**config.mk**
```make
export PLATFORM = sky130hd
export DESIGN_NAME = counted_blinker_controller_core_flat
export DESIGN_NICKNAME = d
export VERILOG_FILES = /design/src/sv/cbc_pkg.sv /design/src/sv/cbc_in_if.sv /design/src/sv/cbc_out_if.sv /design/src/sv/counted_blinker_controller_core.sv /design/src/flat_wrapper.sv
export VERILOG_INCLUDE_DIRS = /design/src /design/src/sv
export SDC_FILE = /design/constraint.sdc
export NUM_CORES = 1
export LEC_CHECK = 0
export ABC_AREA = 1
export CAP_MARGIN = 30
export CELL_PAD_IN_SITES_DETAIL_PLACEMENT = 1
export CELL_PAD_IN_SITES_GLOBAL_PLACEMENT = 1
export CORE_UTILIZATION = 37
export CTS_CLUSTER_DIAMETER = 200
export DETAILED_ROUTE_END_ITERATION = 10
export DONT_BUFFER_PORTS = 1
export GPL_ROUTABILITY_DRIVEN = 0
export PLACE_DENSITY_LB_ADDON = 0.1
export SLEW_MARGIN = 40
export SYNTH_ARGS = -nofsm -noshare
export SYNTH_HDL_FRONTEND = slang
export SYNTH_SLANG_ARGS = --single-unit
```
**constraint.sdc**
```tcl
create_clock -name clk -period 10.2 [get_ports clk]
set_clock_uncertainty 0.05 [all_clocks]
set_input_delay 1.02 -clock clk [delete_from_list [all_inputs] [get_ports clk]]
set_output_delay 1.02 -clock clk [all_outputs]
set_load 0.1 [all_outputs]
```
**src/sv/assert_macros.svh**
```systemverilog
// assertion macros used by the rtl core
`ifndef ASSERT_MACROS_SVH
`define ASSERT_MACROS_SVH

// checked at each rising edge, off while in reset
`define CBC_ASSERT(label, prop, msg) \
    label: assert property (@(posedge clk) disable iff (!rst_n) prop) else $error(msg);

// checked at each rising edge, reset included
`define CBC_ASSERT_ALWAYS(label, prop, msg) \
    label: assert property (@(posedge clk) prop) else $error(msg);

`endif

```
**src/sv/cbc_pkg.sv**
```systemverilog
// ----------------------------------------------------------------------------
// cbc_pkg
// Types and codes of the counted blinker controller.
// ----------------------------------------------------------------------------
package cbc_pkg;

    typedef logic [1:0] op_t;
    typedef logic [1:0] start_mode_t;
    typedef logic [1:0] stop_mode_t;
    typedef logic [2:0] break_mode_t;
    typedef logic [2:0] cfg_index_t;

    localparam int CFG_DATA_W = 24;
    typedef logic [CFG_DATA_W-1:0] cfg_data_t;

    // item operations
    localparam op_t OP_TICK     = 2'd0;
    localparam op_t OP_SWITCH   = 2'd1;
    localparam op_t OP_COUNTED  = 2'd2;
    localparam op_t OP_FEEDBACK = 2'd3;

    // start modes
    localparam start_mode_t START_OFF     = 2'd0;
    localparam start_mode_t START_ON      = 2'd1;
    localparam start_mode_t START_INVERSE = 2'd2;
    localparam start_mode_t START_KEEP    = 2'd3;

    // stop modes
    localparam stop_mode_t STOP_OFF      = 2'd0;
    localparam stop_mode_t STOP_ON       = 2'd1;
    localparam stop_mode_t STOP_PREVIOUS = 2'd2;
    localparam stop_mode_t STOP_INVERSE  = 2'd3;

    // break modes
    localparam break_mode_t BRK_IGNORE  = 3'd0;
    localparam break_mode_t BRK_ON      = 3'd1;
    localparam break_mode_t BRK_OFF     = 3'd2;
    localparam break_mode_t BRK_RESTORE = 3'd3;
    localparam break_mode_t BRK_INVERSE = 3'd4;
    localparam break_mode_t BRK_SILENT  = 3'd5;
    localparam break_mode_t BRK_UNUSED6 = 3'd6;
    localparam break_mode_t BRK_UNUSED7 = 3'd7;

    // register indexes
    localparam cfg_index_t REG_BLINK_COUNT     = 3'd0;
    localparam cfg_index_t REG_ON_TIME_MS      = 3'd1;
    localparam cfg_index_t REG_OFF_TIME_MS     = 3'd2;
    localparam cfg_index_t REG_START_MODE      = 3'd3;
    localparam cfg_index_t REG_STOP_MODE       = 3'd4;
    localparam cfg_index_t REG_BREAK_MODE      = 3'd5;
    localparam cfg_index_t REG_BREAK_MODE_HOLD = 3'd6;
    localparam cfg_index_t REG_LEVELS          = 3'd7;

    localparam logic [23:0] ELAPSED_MAX   = 24'hFF_FFFF;
    localparam logic [7:0]  ENDLESS_COUNT = 8'd255;

endpackage

```
**src/sv/cbc_in_if.sv**
```systemverilog
// ----------------------------------------------------------------------------
// cbc_in_if
// Input item channel: telegrams, feedback values and ticks.
// ----------------------------------------------------------------------------
interface cbc_in_if;

    logic              valid;
    logic              ready;
    cbc_pkg::op_t      op;
    logic [7:0]        value;
    logic [15:0]       tick_ms;

    modport source (output valid, output op, output value, output tick_ms, input ready);
    modport sink (input valid, input op, input value, input tick_ms, output ready);

endinterface

```
**src/sv/cbc_out_if.sv**
```systemverilog
// ----------------------------------------------------------------------------
// cbc_out_if
// Result item channel: output level and blinking-active telegrams.
// ----------------------------------------------------------------------------
interface cbc_out_if;

    logic       valid;
    logic       ready;
    logic       send_output;
    logic [7:0] output_level;
    logic       send_active;
    logic       active;

    modport source (output valid, output send_output, output output_level,
                    output send_active, output active, input ready);
    modport sink (input valid, input send_output, input output_level,
                  input send_active, input active, output ready);

endinterface

```
**src/sv/counted_blinker_controller_core.sv**
```systemverilog
// an accepted item passes the input register, then the result register
// throughput: one item per cycle while the result channel is ready, set
//   by the single state update between the input and result registers
// reset: asynchronous, active low; configuration and state registers return
//   to their defaults and the blinker state is cleared
// ----------------------------------------------------------------------------
// counted_blinker_controller_core
// Counted blinker: start/stop and counted-start telegrams, feedback values
// and elapsed-time ticks in; output level and active flag telegrams out.
// ----------------------------------------------------------------------------
`include "assert_macros.svh"

module counted_blinker_controller_core #(
    parameter bit PERCENT_OUTPUT = 1'b0
) (
    input  logic                  clk,
    input  logic                  rst_n,
    input  logic                  cfg_we,
    input  cbc_pkg::cfg_index_t   cfg_index,
    input  cbc_pkg::cfg_data_t    cfg_data,
    cbc_in_if.sink                in_ch,
    cbc_out_if.source             out_ch
);

    // configuration
    logic [7:0]                blink_count_reg;
    logic [23:0]               on_time_ms_reg;
    logic [23:0]               off_time_ms_reg;
    cbc_pkg::start_mode_t      start_mode_reg;
    cbc_pkg::stop_mode_t       stop_mode_reg;
    cbc_pkg::break_mode_t      break_mode_reg;
    cbc_pkg::break_mode_t      break_mode_hold_reg;
    logic [15:0]               levels_reg;

    // input stage
    logic                      in_valid_reg;
    cbc_pkg::op_t              op_reg;
    logic [7:0]                value_reg;
    logic [15:0]               tick_ms_reg;

    // blinker state
    logic                      running_reg, running_next;
    logic                      phase_on_reg, phase_on_next;
    logic [8:0]                half_phases_left_reg, half_phases_left_next;
    logic [23:0]               phase_elapsed_reg, phase_elapsed_next;
    logic [7:0]                start_value_reg, start_value_next;
    logic [7:0]                known_level_reg, known_level_next;
    logic                      level_known_reg, level_known_next;

    // result register
    logic                      out_valid_reg;
    logic                      send_output_reg, send_output_next;
    logic [7:0]                output_level_reg, output_level_next;
    logic                      send_active_reg, send_active_next;
    logic                      active_reg, active_next;

    logic                      advance;

    // helpers
    logic [7:0]                on_lvl;
    logic [7:0]                off_lvl;
    logic [7:0]                restore_lvl;
    logic                      inverse_on;
    logic [7:0]                cur_value;
    logic                      cur_on;
    logic                      new_phase;
    logic [7:0]                start_count;
    logic                      do_start;
    logic                      do_break;
    logic                      trim;
    logic [8:0]                count2;
    cbc_pkg::break_mode_t      brk_mode;
    logic [24:0]               sum;
    logic [23:0]               sat;
    logic [23:0]               len;
    logic [8:0]                hpl_dec;

    assign advance      = in_valid_reg && (!out_valid_reg || out_ch.ready);
    assign in_ch.ready  = !in_valid_reg || advance;

    assign out_ch.valid        = out_valid_reg;
    assign out_ch.send_output  = send_output_reg;
    assign out_ch.output_level = output_level_reg;
    assign out_ch.send_active  = send_active_reg;
    assign out_ch.active       = active_reg;

    assign on_lvl      = PERCENT_OUTPUT ? levels_reg[15:8] : 8'd1;
    assign off_lvl     = PERCENT_OUTPUT ? levels_reg[7:0] : 8'd0;
    assign restore_lvl = PERCENT_OUTPUT ? start_value_reg
                                        : {7'd0, (start_value_reg != 8'd0)};
    assign inverse_on  = PERCENT_OUTPUT ? (start_value_reg == levels_reg[7:0])
                                        : (start_value_reg == 8'd0);

    // current output state seen at start
    always_comb
    begin
        if (level_known_reg)
        begin
            cur_value = PERCENT_OUTPUT ? known_level_reg : {7'd0, known_level_reg[0]};
        end
        else
        begin
            cur_value = off_lvl;
        end
        cur_on = PERCENT_OUTPUT ? (cur_value != levels_reg[7:0]) : (cur_value != 8'd0);
    end

    // first phase from the start mode
    always_comb
    begin
        unique case (start_mode_reg)
            cbc_pkg::START_OFF:     new_phase = 1'b0;
            cbc_pkg::START_ON:      new_phase = 1'b1;
            cbc_pkg::START_INVERSE: new_phase = !cur_on;
            cbc_pkg::START_KEEP:    new_phase = phase_on_reg;
        endcase
    end

    always_comb
    begin
        unique case (stop_mode_reg)
            cbc_pkg::STOP_OFF:      trim = new_phase;
            cbc_pkg::STOP_ON:       trim = !new_phase;
            cbc_pkg::STOP_PREVIOUS: trim = (new_phase != cur_on);
            cbc_pkg::STOP_INVERSE:  trim = (new_phase == cur_on);
        endcase
    end

    assign start_count = (op_reg == cbc_pkg::OP_SWITCH) ? blink_count_reg : value_reg;
    assign count2      = {start_count, 1'b0};
    assign brk_mode    = (blink_count_reg == 8'd0) ? break_mode_hold_reg : break_mode_reg;

    assign sum     = {1'b0, phase_elapsed_reg} + {9'd0, tick_ms_reg};
    assign sat     = sum[24] ? cbc_pkg::ELAPSED_MAX : sum[23:0];
    assign len     = phase_on_reg ? on_time_ms_reg : off_time_ms_reg;
    assign hpl_dec = half_phases_left_reg - 9'd1;

    // start or break requested by this item
    always_comb
    begin
        do_start = 1'b0;
        do_break = 1'b0;
        case (op_reg)
            cbc_pkg::OP_SWITCH:
            begin
                do_start = value_reg[0];
                do_break = !value_reg[0];
            end
            cbc_pkg::OP_COUNTED:
            begin
                if (!(blink_count_reg == 8'd0 && half_phases_left_reg == 9'd0 && running_reg))
                begin
                    do_start = (value_reg != 8'd0);
                    do_break = (value_reg == 8'd0);
                end
            end
            default:
            begin
            end
        endcase
    end

    // state update and result for one item
    always_comb
    begin
        running_next          = running_reg;
        phase_on_next         = phase_on_reg;
        half_phases_left_next = half_phases_left_reg;
        phase_elapsed_next    = phase_elapsed_reg;
        start_value_next      = start_value_reg;
        known_level_next      = known_level_reg;
        level_known_next      = level_known_reg;
        send_output_next      = 1'b0;
        output_level_next     = 8'd0;
        send_active_next      = 1'b0;
        active_next           = 1'b0;

        if (do_start)
        begin
            start_value_next   = cur_value;
            running_next       = 1'b1;
            phase_elapsed_next = 24'd0;
            phase_on_next      = new_phase;
            if (blink_count_reg != cbc_pkg::ENDLESS_COUNT
                && (blink_count_reg != 8'd0 || start_count != 8'd0))
            begin
                half_phases_left_next = (trim && count2 != 9'd0) ? count2 - 9'd1 : count2;
            end
            else
            begin
                half_phases_left_next = 9'd0;
            end
            send_active_next  = 1'b1;
            active_next       = 1'b1;
            send_output_next  = 1'b1;
            output_level_next = new_phase ? on_lvl : off_lvl;
        end
        else if (do_break)
        begin
            case (brk_mode) inside
                cbc_pkg::BRK_ON, cbc_pkg::BRK_OFF, cbc_pkg::BRK_RESTORE,
                cbc_pkg::BRK_INVERSE, cbc_pkg::BRK_SILENT:
                begin
                    send_active_next      = 1'b1;
                    running_next          = 1'b0;
                    phase_elapsed_next    = 24'd0;
                    half_phases_left_next = 9'd0;
                end
                default:
                begin
                end
            endcase
            case (brk_mode)
                cbc_pkg::BRK_ON:
                begin
                    send_output_next  = 1'b1;
                    output_level_next = on_lvl;
                end
                cbc_pkg::BRK_OFF:
                begin
                    send_output_next  = 1'b1;
                    output_level_next = off_lvl;
                end
                cbc_pkg::BRK_RESTORE:
                begin
                    send_output_next  = 1'b1;
                    output_level_next = restore_lvl;
                end
                cbc_pkg::BRK_INVERSE:
                begin
                    send_output_next  = 1'b1;
                    output_level_next = inverse_on ? on_lvl : off_lvl;
                end
                default:
                begin
                end
            endcase
        end
        else if (op_reg == cbc_pkg::OP_FEEDBACK)
        begin
            if (blink_count_reg != cbc_pkg::ENDLESS_COUNT)
            begin
                known_level_next = PERCENT_OUTPUT ? value_reg : {7'd0, value_reg[0]};
                level_known_next = 1'b1;
            end
        end
        else if (op_reg == cbc_pkg::OP_TICK && running_reg)
        begin
            phase_elapsed_next = sat;
            if (sat >= len)
            begin
                phase_elapsed_next = sat - len;
                phase_on_next      = !phase_on_reg;
                send_output_next   = 1'b1;
                output_level_next  = !phase_on_reg ? on_lvl : off_lvl;
                if (half_phases_left_reg != 9'd0)
                begin
                    half_phases_left_next = hpl_dec;
                    if (hpl_dec == 9'd0)
                    begin
                        send_active_next   = 1'b1;
                        running_next       = 1'b0;
                        phase_elapsed_next = 24'd0;
                        unique case (stop_mode_reg)
                            cbc_pkg::STOP_OFF:      output_level_next = off_lvl;
                            cbc_pkg::STOP_ON:       output_level_next = on_lvl;
                            cbc_pkg::STOP_PREVIOUS: output_level_next = restore_lvl;
                            cbc_pkg::STOP_INVERSE:
                                output_level_next = inverse_on ? on_lvl : off_lvl;
                        endcase
                    end
                end
            end
        end

        if (send_output_next)
        begin
            known_level_next = output_level_next;
            level_known_next = 1'b1;
        end
    end

    // configuration writes
    always_ff @(posedge clk or negedge rst_n)
    begin
        if (!rst_n)
        begin
            blink_count_reg     <= 8'd0;
            on_time_ms_reg      <= 24'd500;
            off_time_ms_reg     <= 24'd500;
            start_mode_reg      <= cbc_pkg::START_ON;
            stop_mode_reg       <= cbc_pkg::STOP_OFF;
            break_mode_reg      <= cbc_pkg::BRK_IGNORE;
            break_mode_hold_reg <= cbc_pkg::BRK_OFF;
            levels_reg          <= 16'd25600;
        end
        else if (cfg_we)
        begin
            unique case (cfg_index)
                cbc_pkg::REG_BLINK_COUNT:     blink_count_reg     <= cfg_data[7:0];
                cbc_pkg::REG_ON_TIME_MS:      on_time_ms_reg      <= cfg_data[23:0];
                cbc_pkg::REG_OFF_TIME_MS:     off_time_ms_reg     <= cfg_data[23:0];
                cbc_pkg::REG_START_MODE:      start_mode_reg      <= cfg_data[1:0];
                cbc_pkg::REG_STOP_MODE:       stop_mode_reg       <= cfg_data[1:0];
                cbc_pkg::REG_BREAK_MODE:      break_mode_reg      <= cfg_data[2:0];
                cbc_pkg::REG_BREAK_MODE_HOLD: break_mode_hold_reg <= cfg_data[2:0];
                cbc_pkg::REG_LEVELS:          levels_reg          <= cfg_data[15:0];
            endcase
        end
    end

    // input register
    always_ff @(posedge clk or negedge rst_n)
    begin
        if (!rst_n)
        begin
            in_valid_reg <= 1'b0;
        end
        else if (in_ch.ready)
        begin
            in_valid_reg <= in_ch.valid;
        end
    end

    always_ff @(posedge clk)
    begin
        if (in_ch.valid && in_ch.ready)
        begin
            op_reg      <= in_ch.op;
            value_reg   <= in_ch.value;
            tick_ms_reg <= in_ch.tick_ms;
        end
    end

    // blinker state and result valid
    always_ff @(posedge clk or negedge rst_n)
    begin
        if (!rst_n)
        begin
            running_reg          <= 1'b0;
            phase_on_reg         <= 1'b0;
            half_phases_left_reg <= 9'd0;
            phase_elapsed_reg    <= 24'd0;
            start_value_reg      <= 8'd0;
            known_level_reg      <= 8'd0;
            level_known_reg      <= 1'b0;
            out_valid_reg        <= 1'b0;
        end
        else
        begin
            if (advance)
            begin
                running_reg          <= running_next;
                phase_on_reg         <= phase_on_next;
                half_phases_left_reg <= half_phases_left_next;
                phase_elapsed_reg    <= phase_elapsed_next;
                start_value_reg      <= start_value_next;
                known_level_reg      <= known_level_next;
                level_known_reg      <= level_known_next;
                out_valid_reg        <= 1'b1;
            end
            else if (out_ch.ready)
            begin
                out_valid_reg <= 1'b0;
            end
        end
    end

    // result payload
    always_ff @(posedge clk)
    begin
        if (advance)
        begin
            send_output_reg  <= send_output_next;
            output_level_reg <= output_level_next;
            send_active_reg  <= send_active_next;
            active_reg       <= active_next;
        end
    end

    `CBC_ASSERT_ALWAYS(a_idle_clear,
        !running_reg |-> (half_phases_left_reg == 9'd0 && phase_elapsed_reg == 24'd0),
        "idle blinker keeps a count or elapsed time")
    `CBC_ASSERT(a_quiet_fields,
        out_valid_reg |-> ((send_output_reg || output_level_reg == 8'd0)
                           && (send_active_reg || !active_reg)),
        "unsent result field not zero")
    `CBC_ASSERT(a_feedback_silent,
        (advance && op_reg == cbc_pkg::OP_FEEDBACK)
            |=> (out_valid_reg && !send_output_reg && !send_active_reg),
        "feedback item sent a telegram")
    `CBC_ASSERT_ALWAYS(a_switch_level,
        PERCENT_OUTPUT || known_level_reg[7:1] == 7'd0,
        "switch mode known level not a single bit")

endmodule
```
**src/flat_wrapper.sv**
```systemverilog
// flat-port wrapper written by rule: the top's interface ports become plain ports
module counted_blinker_controller_core_flat 
#(
    parameter bit PERCENT_OUTPUT = 1'b0
)
  (clk, rst_n, cfg_we, cfg_index, cfg_data, in_ch_valid, in_ch_op, in_ch_value, in_ch_tick_ms, in_ch_ready, out_ch_valid, out_ch_send_output, out_ch_output_level, out_ch_send_active, out_ch_active, out_ch_ready);
  cbc_in_if in_ch_i ();
  cbc_out_if out_ch_i ();
  input  logic clk;
  input  logic rst_n;
  input  logic cfg_we;
  input  cbc_pkg::cfg_index_t cfg_index;
  input  cbc_pkg::cfg_data_t cfg_data;
  input wire logic [$bits(in_ch_i.valid)-1:0] in_ch_valid;
  input wire logic [$bits(in_ch_i.op)-1:0] in_ch_op;
  input wire logic [$bits(in_ch_i.value)-1:0] in_ch_value;
  input wire logic [$bits(in_ch_i.tick_ms)-1:0] in_ch_tick_ms;
  output wire logic [$bits(in_ch_i.ready)-1:0] in_ch_ready;
  output wire logic [$bits(out_ch_i.valid)-1:0] out_ch_valid;
  output wire logic [$bits(out_ch_i.send_output)-1:0] out_ch_send_output;
  output wire logic [$bits(out_ch_i.output_level)-1:0] out_ch_output_level;
  output wire logic [$bits(out_ch_i.send_active)-1:0] out_ch_send_active;
  output wire logic [$bits(out_ch_i.active)-1:0] out_ch_active;
  input wire logic [$bits(out_ch_i.ready)-1:0] out_ch_ready;
  assign in_ch_i.valid = in_ch_valid;
  assign in_ch_i.op = in_ch_op;
  assign in_ch_i.value = in_ch_value;
  assign in_ch_i.tick_ms = in_ch_tick_ms;
  assign in_ch_ready = in_ch_i.ready;
  assign out_ch_valid = out_ch_i.valid;
  assign out_ch_send_output = out_ch_i.send_output;
  assign out_ch_output_level = out_ch_i.output_level;
  assign out_ch_send_active = out_ch_i.send_active;
  assign out_ch_active = out_ch_i.active;
  assign out_ch_i.ready = out_ch_ready;
  counted_blinker_controller_core #(.PERCENT_OUTPUT(PERCENT_OUTPUT)) u_core (.clk(clk), .rst_n(rst_n), .cfg_we(cfg_we), .cfg_index(cfg_index), .cfg_data(cfg_data), .in_ch(in_ch_i), .out_ch(out_ch_i));
endmodule
```
== Word-level counts from Yosys, hierarchy flattened ==
Index checks and enable logic that the tools add are counted.

* Register bits after elaboration: 150
* Input bits: 58
* Word-level logic and storage cells: 192

* $add $sub $neg: 4
* Magnitude comparators: 1
* Eq/ne operators: 29
* Mux-type cells: 79
* Reductions and logical operators: 56

{| class="wikitable"
|+ Operators with widths
! operator !! count
|-
| 24-bit 2-to-1 mux || 10
|-
| 9-bit 2-to-1 mux || 9
|-
| 8-bit 2-to-1 mux || 8
|-
| 1-bit 2-to-1 mux || 45
|-
| 8-bit nonzero test || 5
|-
| 8-bit case mux with 4 select lines || 1
|-
| 24-bit by 16-bit adder with 25-bit output || 1
|-
| 24-bit >= comparator || 1
|-
| 8-bit zero test || 3
|-
| 8-bit case mux with 3 select lines || 1
|-
| 24-bit subtractor || 1
|-
| 9-bit zero test || 2
|-
| 9-bit nonzero test || 2
|-
| 9-bit by 1-bit subtractor with 9-bit output (second input constant) || 2
|-
| 2-bit AND reduction || 8
|-
| 3-bit equality test (second input constant) || 5
|-
| 2-bit equality test (second input constant) || 6
|-
| 3-bit by 2-bit equality test with 1-bit output (second input constant) || 4
|-
| 3-bit nonzero test || 4
|-
| 5-bit AND reduction || 2
|-
| 2-bit nonzero test || 5
|-
| 2-bit by 1-bit inequality test with 1-bit output (second input constant) || 4
|-
| 8-bit inequality test (second input constant) || 1
|-
| 1-bit case mux with 4 select lines || 2
|-
| 18 further kinds || 37
|}

== Depth between registers and ports, before layout ==
* Depth in word-level cells: 11
* Gate-level depth with buffers: 28

== Least setup slack after synthesis ==
Ideal clock, no wire load.

* Path kind: register to register
* Start: register u_core.phase_elapsed_reg[0]
* End: register u_core.phase_elapsed_reg[18]
* Setup time: 0.117 ns
* Arrival: 3.621 ns
* Required time: 10.033 ns
* Path slack: 6.411 ns
* Stages on the path, launching flop included: 24
* Clock period less this slack: 3.789 ns
* Path through: dfrtp_1 -> ha_1 -> fa_1 -> nand2_1 -> nand3_1 -> nand2_1 -> o21ai_1 -> nand2_1 -> nand2_1 -> nand3_2 -> clkbuf_1 -> nand3_1 -> ha_1 -> nand2_1 -> inv_1 -> nand2_1 -> nand2_1 -> a21oi_1 -> nand3_2 -> inv_2 -> clkbuf_1 -> nand4_1 -> nand3_1 -> nand2_1

* Longest elaborated chain between the ends: 10

{| class="wikitable"
|+ RTL lines
! what !! line !! RTL
|-
| from (decl) || counted_blinker_controller_core.sv:45 || <nowiki>logic [23:0] phase_elapsed_reg, phase_elapsed_next;</nowiki>
|-
| from (signal assigned) || counted_blinker_controller_core.sv:356 || <nowiki>phase_elapsed_reg <= phase_elapsed_next;</nowiki>
|-
| 24-bit by 16-bit adder with 25-bit output (*) || counted_blinker_controller_core.sv:133 || <nowiki>assign sum = {1'b0, phase_elapsed_reg} + {9'd0, tick_ms_reg};</nowiki>
|-
| 24-bit 2-to-1 mux (*) || counted_blinker_controller_core.sv:134 || <nowiki>assign sat = sum[24] ? cbc_pkg::ELAPSED_MAX : sum[23:0];</nowiki>
|-
| 24-bit subtractor || counted_blinker_controller_core.sv:252 || <nowiki>phase_elapsed_next = sat - len;</nowiki>
|-
| 24-bit 2-to-1 mux || counted_blinker_controller_core.sv:259 || <nowiki>if (hpl_dec == 9'd0)</nowiki>
|-
| 24-bit 2-to-1 mux || counted_blinker_controller_core.sv:256 || <nowiki>if (half_phases_left_reg != 9'd0)</nowiki>
|-
| 24-bit 2-to-1 mux (*) || counted_blinker_controller_core.sv:250 || <nowiki>if (sat >= len)</nowiki>
|-
| 24-bit 2-to-1 mux (*) || counted_blinker_controller_core.sv:247 || <nowiki>else if (op_reg == cbc_pkg::OP_TICK && running_reg)</nowiki>
|-
| 24-bit 2-to-1 mux (*) || counted_blinker_controller_core.sv:239 || <nowiki>else if (op_reg == cbc_pkg::OP_FEEDBACK)</nowiki>
|-
| 24-bit 2-to-1 mux (*) || counted_blinker_controller_core.sv:198 || <nowiki>else if (do_break)</nowiki>
|-
| 24-bit 2-to-1 mux (*) || counted_blinker_controller_core.sv:178 || <nowiki>if (do_start)</nowiki>
|}

Every way passes the cells marked *; elsewhere a longest branch is shown, timed or not. The select of a mux whose other input is x is not followed.
A chain may end at the register's enable or synchronous reset.

== Final worst setup path ==
* Start: register u_core.phase_elapsed_reg[0]
* End: register u_core.half_phases_left_reg[1]

* Longest elaborated chain between the ends: 5

{| class="wikitable"
|+ RTL lines
! what !! line !! RTL
|-
| 24-bit by 16-bit adder with 25-bit output || counted_blinker_controller_core.sv:133 ||
|-
| 24-bit 2-to-1 mux || counted_blinker_controller_core.sv:134 ||
|-
| 24-bit >= comparator || counted_blinker_controller_core.sv:250 ||
|-
| 3-bit nonzero test (no line) || - ||
|-
| 6-bit AND reduction (no line) || - ||
|-
| to (signal assigned) || counted_blinker_controller_core.sv:355 || <nowiki>half_phases_left_reg <= half_phases_left_next;</nowiki>
|-
| to (decl) || counted_blinker_controller_core.sv:44 || <nowiki>logic [8:0] half_phases_left_reg, half_phases_left_next;</nowiki>
|}

Every way passes these cells.

==> results.yml <==
clocking:
  postCtsResizedCells: 0
  cts.sinks: 136
  cts_hold_buf: 0
  h-tree-depth: 4
  clkLatencyLatePin_ns: 0.44
  clockRootBuffer: "clkbuf_16"
  path_clk_slew_ns: 0.07
  cts_tree: "done"
  postCtsSetupBuffers: 0
  cts_made_buffers: 17
  ctsLongestPathBuffers: 2
setup_path:
  crit_path_start_kind: "flip-flop"
  arrival_ns: 5.42
  worstSetupEndpointType: "flip-flop"
  cp.required_ns: 10.46
  worstPathMaxFanout: 37
  crit_type: "flip-flop to flip-flop"
floorplan:
  core_area_mm2: 0.0246
  die_area_mm2: 0.0260
  die_w_um: 161
  io_pins: 71
  die_h_um: 161
  rows: 57
  start_util_pct: 38.2
sta:
  slew_viol_final: 0
  finalSetupViolations: 0
  worst_slew_pin_slew_ns: 0.811
  setup_slack_ns: 5.04
  fmax_mhz: 194
  rsz0062_at_grt: "false"
  hold_viol: 0
  finalWorstPathRequiredPeriod_ns: 5.16
  relSlewSlack_pct: 45.9
  tns_ns: 0
  finalCritPeriodShare_pct: 50.6
flow_run:
  maxCapViolCount: 0
grt:
  grt_pass1_vias: 8108
  grtUsageTotal_pct: 21.8
  gr-total-overflow: 0
  grt_max_degree: 107
  grt_pass1_wl_um: 44500
  antenna_found_initial: 0
synthesis:
  yosys-top-cells-count: "nand2_1, inv_1, o21ai_0"
  synth_ff_type: "dfrtp_1"
  syn_area_mm2: 0.00939
  yosysMostFrequentCell: "nand2_1"
  syn_inst: 1275
  synth_cell_types: 47
  synth_top_area_cell: "dfrtp_1"
  synth-seq-area-share_pct: 38.0
  ys_warn_count: 0
  synth_edf_count: 30
  synth_top_area_share_pct: 24.5
  ys_seq_elements: 136
  synthArstFlopShare_pct: 77.9
  synth_area_leaders: "dfrtp_1, nand2_1, edfxtp_1, o21ai_0, ha_1"
  syn_area_per_cell_um2: 7.37
final_layout:
  syn2layout_area_growth_pct: 10.1
  nets: 1377
  antennaDiodeCount: 0
  layout-drive-gt1-share_pct: 7.34
power_and_ir_drop:
  p_seq_share_pct: 21.2
  leakage_nw: 5.18
  power_switching_share_pct: 51.7
  pwr-share-clk_pct: 16.8
  p_switching_mw: 1.97
  power_density_mw_per_mm2: 368
  p_comb_share_pct: 61.9
  ir_worst_vdd_v: 0.000133
  power.internal_mw: 1.84
route:
  drc_errors: 0
  dr.first_iter.drc_count: 521
  ant_nets: 0
  wire_per_inst_um: 17.0
  drt_wl_total_um: 27300
  via_per_inst: 5.07
  first_pass_iters: 5
  vias: 8138
status:
  status: "completed"
placed_design:
  place_ws_ns: 5.05
  port_buffers: 0
  hpwlAfterDp_um: 20800
min_path:
  hp-class: "primary input to asynchronous set/reset pin"
==> critical path, stage by stage (launching register included) <==
cell and delay (ns):
dfrtp_1 0.35, ha_1 0.18, fa_1 0.24, nand2_1 0.07
nand3_1 0.07, nand2_1 0.09, o21ai_1 0.33, nand2_1 0.09
nand2_1 0.16, nand3_2 0.64, nand3_1 0.37, ha_1 0.33
nand2_1 0.16, inv_1 0.07, nand2_1 0.07, nand2_1 0.07
a21oi_1 0.18, nand3_2 0.30, inv_2 0.42, nand2_1 0.29
nand2_2 0.20, nor2_4 0.12, nand2_1 0.12, o21ai_2 0.06
==> power groups by stage <==
stage / Sequential [mW] / Combinational [mW] / Clock, mW
after global placement: 0.830 / 2.30 / 0
final: 0.809 / 2.36 / 0.642
after global routing: 0.826 / 2.68 / 0.679
after detailed placement: 0.817 / 2.34 / 0
after floorplan: 0.794 / 1.76 / 0
after CTS: 0.808 / 2.36 / 0.658
==> final timing paths <==
check | end | start | cells after the start | slack, ns
max | u_core.half_phases_left_reg[1]$_DFFE_PN0P_ | u_core.phase_elapsed_reg[0]$_DFFE_PN0P_ | 23 | 5.04
min | u_core.off_time_ms_reg[17]$_DFFE_PN0P_ | rst_n | 0 | 0.23
max reg2reg | u_core.half_phases_left_reg[1]$_DFFE_PN0P_ | u_core.phase_elapsed_reg[0]$_DFFE_PN0P_ | 23 | 5.04
min reg2reg | u_core.off_time_ms_reg[11]$_DFFE_PN0P_ | u_core.off_time_ms_reg[11]$_DFFE_PN0P_ | 2 | 0.44
max in group asynchronous | u_core.off_time_ms_reg[7]$_DFFE_PN1P_ | rst_n | 0 | 9.62
min in group clk | u_core.off_time_ms_reg[11]$_DFFE_PN0P_ | u_core.off_time_ms_reg[11]$_DFFE_PN0P_ | 2 | 0.44
==> final cells by class <==
type	count	area [um^2]
Timing Repair Buffer	7	133
Clock inverter	15	179
Fill cell	3099	14300
Inverter	137	517
Multi-Input combinational cell	969	5110
Clock buffer	17	425
Tap cell	324	405
Sequential cell	136	3570
==> cell usage in the layout (no fill, tap or decap), types with 3 or more instances in the layout <==
| cell | netlist | routed |
|---|---|---|
| a21o_1 | 7 | 7 |
| a21oi_1 | 51 | 51 |
| buf_16 | 0 | 4 |
| buf_4 | 8 | 3 |
| clkbuf_16 | 0 | 17 |
| conb_1 | 1 | 7 |
| dfrtp_1 | 92 | 91 |
| dfstp_2 | 14 | 14 |
| edfxtp_1 | 30 | 30 |
| ha_1 | 49 | 49 |
| inv_1 | 132 | 131 |
| inv_2 | 4 | 5 |
| inv_8 | 0 | 8 |
| mux2i_1 | 22 | 22 |
| nand2_1 | 393 | 393 |
| nand2_2 | 6 | 6 |
| nand3_1 | 97 | 95 |
| nand3_2 | 2 | 4 |
| nand3b_1 | 3 | 3 |
| nand4_1 | 22 | 22 |
| nor2_1 | 78 | 78 |
| nor2_2 | 5 | 5 |
| nor2_4 | 3 | 3 |
| nor3_1 | 17 | 17 |
| nor4_1 | 6 | 6 |
| o21ai_0 | 130 | 130 |
| o21ai_1 | 6 | 6 |
| o21ai_2 | 7 | 7 |
| or2_2 | 3 | 3 |
| xnor2_1 | 12 | 12 |
| xor2_1 | 24 | 24 |
==> cells by family (layout without fill, tap and decap cells) <==
family                     after synthesis  count (layout)  synth area share, %
xor gates and xnor gates                36              36                 3.36
adders and majority gates               51              51                 6.95
other                                    1               7               0.0399
buffers and inverters                  176             176                 7.96
DFF                                    136             136                 38.0
AOI/OAI and AO/OA                      211             211                 12.0
and+or+nand+nor                        642             642                 29.3
muxes                                   22              22                 2.34
==> metrics by stage <==
step | instances | utilization (%) | area (um^2) | power, mW | hold WS [ns]
finish | 1605 | 42.0 | 10300 | 3.81 | 0.227
global route | 1605 | 42.0 | 10300 | 4.19 | 0.205
CTS | 1605 | 42.0 | 10300 | 3.83 | 0.214
detailed placement | 1573 | 39.6 | 9730 | 3.16 | 0.423
global placement | 1569 | 39.1 | 9610 | 3.13 | 0.415
floorplan | 1281 | - | 9420 | 2.56 | 0.396
==> layer usage <==
layer | part of all wire, % | vias to the layer above | track usage, %
li1 | - | 4171 | -
met1 | 55 | 3822 | 34.4
met2 | 40 | 128 | 31.0
met3 | 3.8 | 17 | 3.47
met4 | 0.79 | 0 | 4.50
met5 | 0 | - | 0
Power figures use the tool's default switching activity.
